### src/design/depth_tested_line_raster_unit_assert.svh
// Assertion macros for the depth-tested line raster unit.
// Included by modules that carry concurrent assertions; no other dependencies.
`ifndef DEPTH_TESTED_LINE_RASTER_UNIT_ASSERT_SVH
`define DEPTH_TESTED_LINE_RASTER_UNIT_ASSERT_SVH

// Implication checked on every clock edge outside reset.
`define DTLR_ASSERT_IMP(lbl, clk, rstn, ante, cons, msg) \
  lbl: assert property (@(posedge clk) disable iff (!rstn) (ante) |-> (cons)) \
    else $error(msg);

// Implication checked in the cycle after the antecedent.
`define DTLR_ASSERT_NEXT(lbl, clk, rstn, ante, cons, msg) \
  lbl: assert property (@(posedge clk) disable iff (!rstn) (ante) |=> (cons)) \
    else $error(msg);

`endif

### src/design/dtlr_pkg.sv
// Shared types and constants for the depth-tested line raster unit.
// No dependencies.
package dtlr_pkg;

  localparam int unsigned SCREEN_WIDTH_DEF  = 320;
  localparam int unsigned SCREEN_HEIGHT_DEF = 240;

  localparam logic ACT_START = 1'b0;
  localparam logic ACT_TICK  = 1'b1;

  localparam int unsigned QW = 38;  // dividend width of the shared divider
  localparam logic [15:0] INV_MAX = 16'hFFFF;
  localparam logic [7:0]  ALPHA   = 8'hFF;

  typedef enum logic [3:0] {
    ST_CLEAR, ST_IDLE, ST_DIV_X, ST_DIV_Y, ST_DIV_D,
    ST_PIX, ST_INV, ST_READ, ST_WRITE, ST_OUT
  } state_e;

  typedef enum logic [1:0] {
    DSEL_X, DSEL_Y, DSEL_D, DSEL_INV
  } dsel_e;

  // Controller to datapath.
  typedef struct packed {
    logic  clr_step;     // write one clearing entry
    logic  load;         // latch a start word
    logic  div_start;    // begin a division
    dsel_e div_sel;
    logic  div_store;    // store quotient for div_sel
    logic  pix_eval;     // compute address and flags
    logic  mem_read;
    logic  mem_write;    // read-modify-write commit
    logic  out_load;     // fill the output register
    logic  advance;      // step the position
  } ctrl_t;

  // Datapath to controller.
  typedef struct packed {
    logic clr_done;
    logic div_busy;
    logic div_done;
    logic n_zero;
    logic need_mem;      // on screen with negative depth
    logic active;        // points left
  } stat_t;

endpackage

### src/design/dtlr_ctrl.sv
// Controller state machine: clearing pass, step divisions and pixel sequence.
// Depends on dtlr_pkg and the assertion macro header.
`include "depth_tested_line_raster_unit_assert.svh"
module dtlr_ctrl (
  input  logic            clk_i,
  input  logic            rst_ni,
  input  logic            s_tvalid_i,
  output logic            s_tready_o,
  input  logic            s_action_i,
  output logic            m_tvalid_o,
  input  logic            m_tready_i,
  input  dtlr_pkg::stat_t stat_i,
  output dtlr_pkg::ctrl_t ctrl_o
);
  dtlr_pkg::state_e st_q, st_d;
  logic vld_q, vld_d;
  logic acc;

  // A waiting result does not block the input; the pixel sequence stalls in ST_OUT.
  assign s_tready_o = (st_q == dtlr_pkg::ST_IDLE);
  assign acc = s_tvalid_i && s_tready_o;
  assign m_tvalid_o = vld_q;

  always_comb begin
    st_d = st_q; vld_d = vld_q;
    ctrl_o = '0;
    ctrl_o.div_sel = dtlr_pkg::DSEL_X;
    if (vld_q && m_tready_i) vld_d = 1'b0;
    case (st_q)
      dtlr_pkg::ST_CLEAR: begin
        ctrl_o.clr_step = 1'b1;
        if (stat_i.clr_done) st_d = dtlr_pkg::ST_IDLE;
      end
      dtlr_pkg::ST_IDLE: begin
        if (acc) begin
          if (s_action_i == dtlr_pkg::ACT_START) begin
            ctrl_o.load = 1'b1; st_d = dtlr_pkg::ST_DIV_X;
          end else if (stat_i.active) begin
            st_d = dtlr_pkg::ST_PIX;
          end
        end
      end
      dtlr_pkg::ST_DIV_X, dtlr_pkg::ST_DIV_Y, dtlr_pkg::ST_DIV_D: begin
        ctrl_o.div_sel = (st_q == dtlr_pkg::ST_DIV_X) ? dtlr_pkg::DSEL_X :
                         (st_q == dtlr_pkg::ST_DIV_Y) ? dtlr_pkg::DSEL_Y : dtlr_pkg::DSEL_D;
        if (stat_i.n_zero) st_d = dtlr_pkg::ST_IDLE;
        else if (stat_i.div_done) begin
          ctrl_o.div_store = 1'b1;
          st_d = (st_q == dtlr_pkg::ST_DIV_X) ? dtlr_pkg::ST_DIV_Y :
                 (st_q == dtlr_pkg::ST_DIV_Y) ? dtlr_pkg::ST_DIV_D : dtlr_pkg::ST_IDLE;
        end else if (!stat_i.div_busy) ctrl_o.div_start = 1'b1;
      end
      dtlr_pkg::ST_PIX: begin
        ctrl_o.pix_eval = 1'b1; st_d = dtlr_pkg::ST_INV;
      end
      dtlr_pkg::ST_INV: begin
        ctrl_o.div_sel = dtlr_pkg::DSEL_INV;
        if (!stat_i.need_mem) st_d = dtlr_pkg::ST_OUT;
        else if (stat_i.div_done) begin
          ctrl_o.div_store = 1'b1; ctrl_o.mem_read = 1'b1; st_d = dtlr_pkg::ST_READ;
        end else if (!stat_i.div_busy) ctrl_o.div_start = 1'b1;
      end
      dtlr_pkg::ST_READ: st_d = dtlr_pkg::ST_WRITE;
      dtlr_pkg::ST_WRITE: begin
        ctrl_o.mem_write = 1'b1; st_d = dtlr_pkg::ST_OUT;
      end
      dtlr_pkg::ST_OUT: begin
        if (!vld_q) begin
          ctrl_o.out_load = 1'b1; ctrl_o.advance = 1'b1;
          vld_d = 1'b1; st_d = dtlr_pkg::ST_IDLE;
        end
      end
      default: st_d = dtlr_pkg::ST_IDLE;
    endcase
  end

  always_ff @(posedge clk_i or negedge rst_ni) begin
    if (!rst_ni) begin
      st_q <= dtlr_pkg::ST_CLEAR; vld_q <= 1'b0;
    end else begin
      st_q <= st_d; vld_q <= vld_d;
    end
  end

  `DTLR_ASSERT_IMP(a_no_accept_clear, clk_i, rst_ni,
                   st_q == dtlr_pkg::ST_CLEAR, !s_tready_o, "accept during clear")
  `DTLR_ASSERT_IMP(a_write_excl, clk_i, rst_ni,
                   ctrl_o.mem_write, !ctrl_o.clr_step, "write during clear")
  `DTLR_ASSERT_NEXT(a_out_valid, clk_i, rst_ni,
                    ctrl_o.out_load, m_tvalid_o, "result lost")
  `DTLR_ASSERT_IMP(a_no_overwrite, clk_i, rst_ni,
                   ctrl_o.out_load, !vld_q, "result overwritten")
endmodule

### config.mk
export PLATFORM = sky130hd
export DESIGN_NAME = dtlr_ctrl
export DESIGN_NICKNAME = d
export VERILOG_FILES = /design/src/design/dtlr_pkg.sv /design/src/design/dtlr_ctrl.sv
export VERILOG_INCLUDE_DIRS = /design/src /design/src/design
export SDC_FILE = /design/constraint.sdc
export NUM_CORES = 1
export LEC_CHECK = 0
export ABC_AREA = 1
export BUFFER_PORTS_ARGS = -buffer_cell sky130_fd_sc_hd__buf_2
export CAP_MARGIN = 40
export CORE_AREA = 2 2 39 41
export CTS_CLUSTER_DIAMETER = 150
export DETAILED_ROUTE_END_ITERATION = 7
export DIE_AREA = 0 0 41 43
export PLACE_DENSITY = 0.68
export RECOVER_POWER = 50
export SYNTH_ARGS = -nofsm -noshare
export SYNTH_HDL_FRONTEND = slang
export SYNTH_SLANG_ARGS = --single-unit
### constraint.sdc
create_clock -name clk_i -period 3.9 [get_ports clk_i]
set_clock_uncertainty 0.05 [all_clocks]
set_input_delay 0.78 -clock clk_i [delete_from_list [all_inputs] [get_ports clk_i]]
set_output_delay 0.78 -clock clk_i [all_outputs]
set_load 0.01 [all_outputs]
; Word-level counts from Yosys, hierarchy flattened
; Index checks and enable logic that the tools add are counted.
[classes]
n_reduce_logical = 5
n_eq_ne = 15
mux = 34
[op_table]
columns = op, n
row1 = 2-to-1 mux 4 bit, 9
row2 = case mux 4 bit (8 select lines), 1
row3 = 2-to-1 mux 1 bit, 17
row4 = "equality test 4 x 3 -> 1 bit, second input constant", 4
row5 = "equality test 4 x 2 -> 1 bit, second input constant", 2
row6 = "equality test 4 bit, second input constant", 2
row7 = 2-to-1 mux 2 bit, 4
row8 = case mux 4 bit (2 select lines), 1
row9 = 2-to-1 mux 3 bit, 2
row10 = "!= test 3 bit, second input constant", 2
row11 = AND reduction 6 bit, 1
row12 = "equality test 4 x 1 -> 1 bit, second input constant", 1
row13 = zero test 4 bit, 1
row14 = "!= test 2 bit, second input constant", 2
row15 = "!= test 3 x 2 -> 1 bit, second input constant", 1
row16 = OR reduction 3 bit, 1
row17 = logical AND 1 bit, 2
row18 = "!= test 2 x 1 -> 1 bit, second input constant", 1
[word_totals]
input_bits = 11
ff_bits = 5
word_cells = 56
out_inout_bits = 13

; Depth between registers and ports, before layout
[logic_depth]
depth_word = 6
mapped_depth = 10

; Least setup slack after synthesis
; OpenSTA, ideal clock, no wires.
[synth_timing]
path_kind = input-to-output
start = input stat_i[1] (netlist name)
end = output ctrl_o[5] (netlist name)
arrival_time_ns = 1.266
setup_slack_ns = 1.804
required_ns = 3.070
path_buffers = 0
stages = 3
path_cell_list = nand3_2 -> nor2_1 -> a31o_1
[synth_lines]
columns = item, line_no
row1 = start: declaration, dtlr_ctrl.sv:12  ; input dtlr_pkg::stat_t stat_i,
row2 = end: declaration, dtlr_ctrl.sv:13  ; output dtlr_pkg::ctrl_t ctrl_o

==> metrics.txt <==
Top cell by count, worst path=nand2_2; Residual DRC=0; share of layout cells above drive strength 1=33.6%; Crit Path Category=reg2out; first-pass GRT wire length=2.18 mm; H-Tree Depth=1; outcome=complete, no violations; fin area=661 µm²; final hold viol count=0; FMAX=416 MHz; worst stage delay on the critical path=between 0.4 and 0.5 ns; Routed Antenna Nets=0; gr usage total=18.2%; DR WL/cell=9.83 µm; Largest delay share family, worst path=simple AND/OR/NAND/NOR gates; FP Rows=14; Max VDD drop=315 µV; Yosys Warn Count=0; Yosys top cell area share=approximately a quarter; total vias in the final route=slightly below 600; RSZ-0062 raised after global routing=no; Worst-path clk slew=approximately 0.05 ns; worst reg2reg path startpoint=st_q[0]$_DFFE_PN0P_; Hold Worst Slack=around 0.33 ns; TritonCTS Sinks=5; post-CTS sizing=0; Critical Path RT=3.07 ns; grt total ovfl=0; Clock Path Buffers=2; flop2flop setup slack=roughly 2.3 ns; Worst Setup End Kind=output port; Hold WC Path Type=in2async; Synth Instances=84; Mapped Nets=between 90 and 100; worst-margin pin slew=0.356 ns; maximum number of pins on one net before global-route repair=8; Iter 0 DRT Violations=19; worst path cell trace=nor2_1 -> nand2_2 -> nand2_2 -> nand2_2 -> nand2_2 -> nand2_4 -> nor2_1 -> buf_2; final cell count without fillers=126; library cells used by synthesis=19; TritonCTS Buffers=3; Avg Inst Size Synth=6.15 µm²; final wirelength=1.24 mm; gpl congestion=0.779; Final #Nets=122; height of the die=43 µm; main area contributors after synthesis=dfrtp_1, nand2_1, inv_1; endpoints failing setup=0; initial core utilization=37.3%; post-CTS setup buffers=0; Final Critical Period=2.40 ns; commonest non-fill, non-tap cell in the layout=nand2_1; full die area=0.00176 mm²; flops & latches, synth=5; sequential element share of the synthesized area=between 20% and 30%; Die X-Extent=41 µm; Placed Instance Area=644 µm²; area added between synthesis and finish=27.8%; most frequent cells in the layout=nand2_1, buf_2, inv_1; worst r2r dst=st_q[1]$_DFFE_PN0P_; Port Buffers=23; slowest CP cell=dfrtp_1; Cell Area, Synth=517 µm²; CTS tree=done; Synth area leader=dfrtp_1; P per Cell Area=684 mW/mm²; CP startpoint kind=flop; Vias per Instance=4.65; crit path max fanout=7; worst skew pair latency=~0.24 ns; Max Cap Viol=0; Critical Path AT=~1.6 ns; core area=between 0.001 and 0.0015 mm²; antenna violations before repair=0; Pleak=between 0.4 and 0.5 nW; Top-Level Pins=24; Final Max Slew Viols=0; reg2reg path depth=8; # placed instances=about 120; Final HPWL DP=1.06 mm; drt first pass iters=4; hold_buf cts=0; Slew headroom=between 70% and 80%; Inserted Diodes=0; Period Utilization, post-route=between 60% and 70%; setup tns final=0 ns; Buf/Inv on CP=1; clock root cell=clkbuf_4; fin util=a little under half; number of global-route vias before repair=538
==> synthesized netlist by cell type (all sizes together) <==
cell,count
nand4,3
a31o,1
nor3,1
inv,13
nand3b,1
nand3,9
mux2i,1
o21ai,1
dfrtp,5
o31ai,1
nor2,15
buf,1
nand2,32
==> state kept, by name, indices dropped and copies added (netlist names) <==
name / count
st_q: 4
m_tvalid_o: 1
==> how the worst max path moves through the flow <==
stage | from | to | slack, ns | depth (start not counted)
final | st_q[1]$_DFFE_PN0P_ | ctrl_o[8] | 1.50 | 8
after CTS | st_q[0]$_DFFE_PN0P_ | ctrl_o[8] | 1.47 | 8
after global placement | stat_i[2] | ctrl_o[8] | 1.70 | 7
after detailed placement | stat_i[2] | ctrl_o[8] | 1.69 | 7
after floorplan | stat_i[1] | ctrl_o[5] | 1.80 | 3
after global routing | st_q[0]$_DFFE_PN0P_ | ctrl_o[0] | 1.36 | 5
==> power by group <==
part | leakage (nW) | total (mW) | internal (mW) | switching [mW]
registers | 0.0654 | 0.104 | 0.0710 | 0.0328
logic | 0.350 | 0.288 | 0.103 | 0.185
clock network | 0.0150 | 0.0603 | 0.0387 | 0.0216
==> per-stage QoR <==
| step | total power [mW] | setup slack (ns) |
|---|---|---|
| after detailed placement | 0.404 | 1.69 |
| after global routing | 0.508 | 1.36 |
| final | 0.452 | 1.50 |
| after CTS | 0.466 | 1.47 |
| after global placement | 0.399 | 1.70 |
| after floorplan | 0.321 | 1.80 |
==> routing by layer <==
metal / wire length, µm / GRT usage [%] / up-vias
li1: - / - / 313
met1: 536 / 24.2 / 250
met2: 616 / 27.5 / 23
met3: 85 / 3.14 / 0
met4: 0 / 8.00 / 0
met5: 0 / 0 / -
==> cell type report <==
class                           count  area, µm²
Tap cell                           16       20.0
Fill cell                         163        723
Sequential cell                     5        125
Inverter                           13       48.8
Timing Repair Buffer               23        113
Multi-Input combinational cell     65        328
Clock buffer                        4       26.3
==> kinds of logic after synthesis <==
family / after synthesis / synth area share, %
AOI/OAI and AO/OA: 3 / 4.84
buffers and inverters: 14 / 10.9
DFF: 5 / 24.2
muxes: 1 / 1.94
and+or+nand+nor: 61 / 58.1
Note: power is estimated with default switching activity, not from simulation.
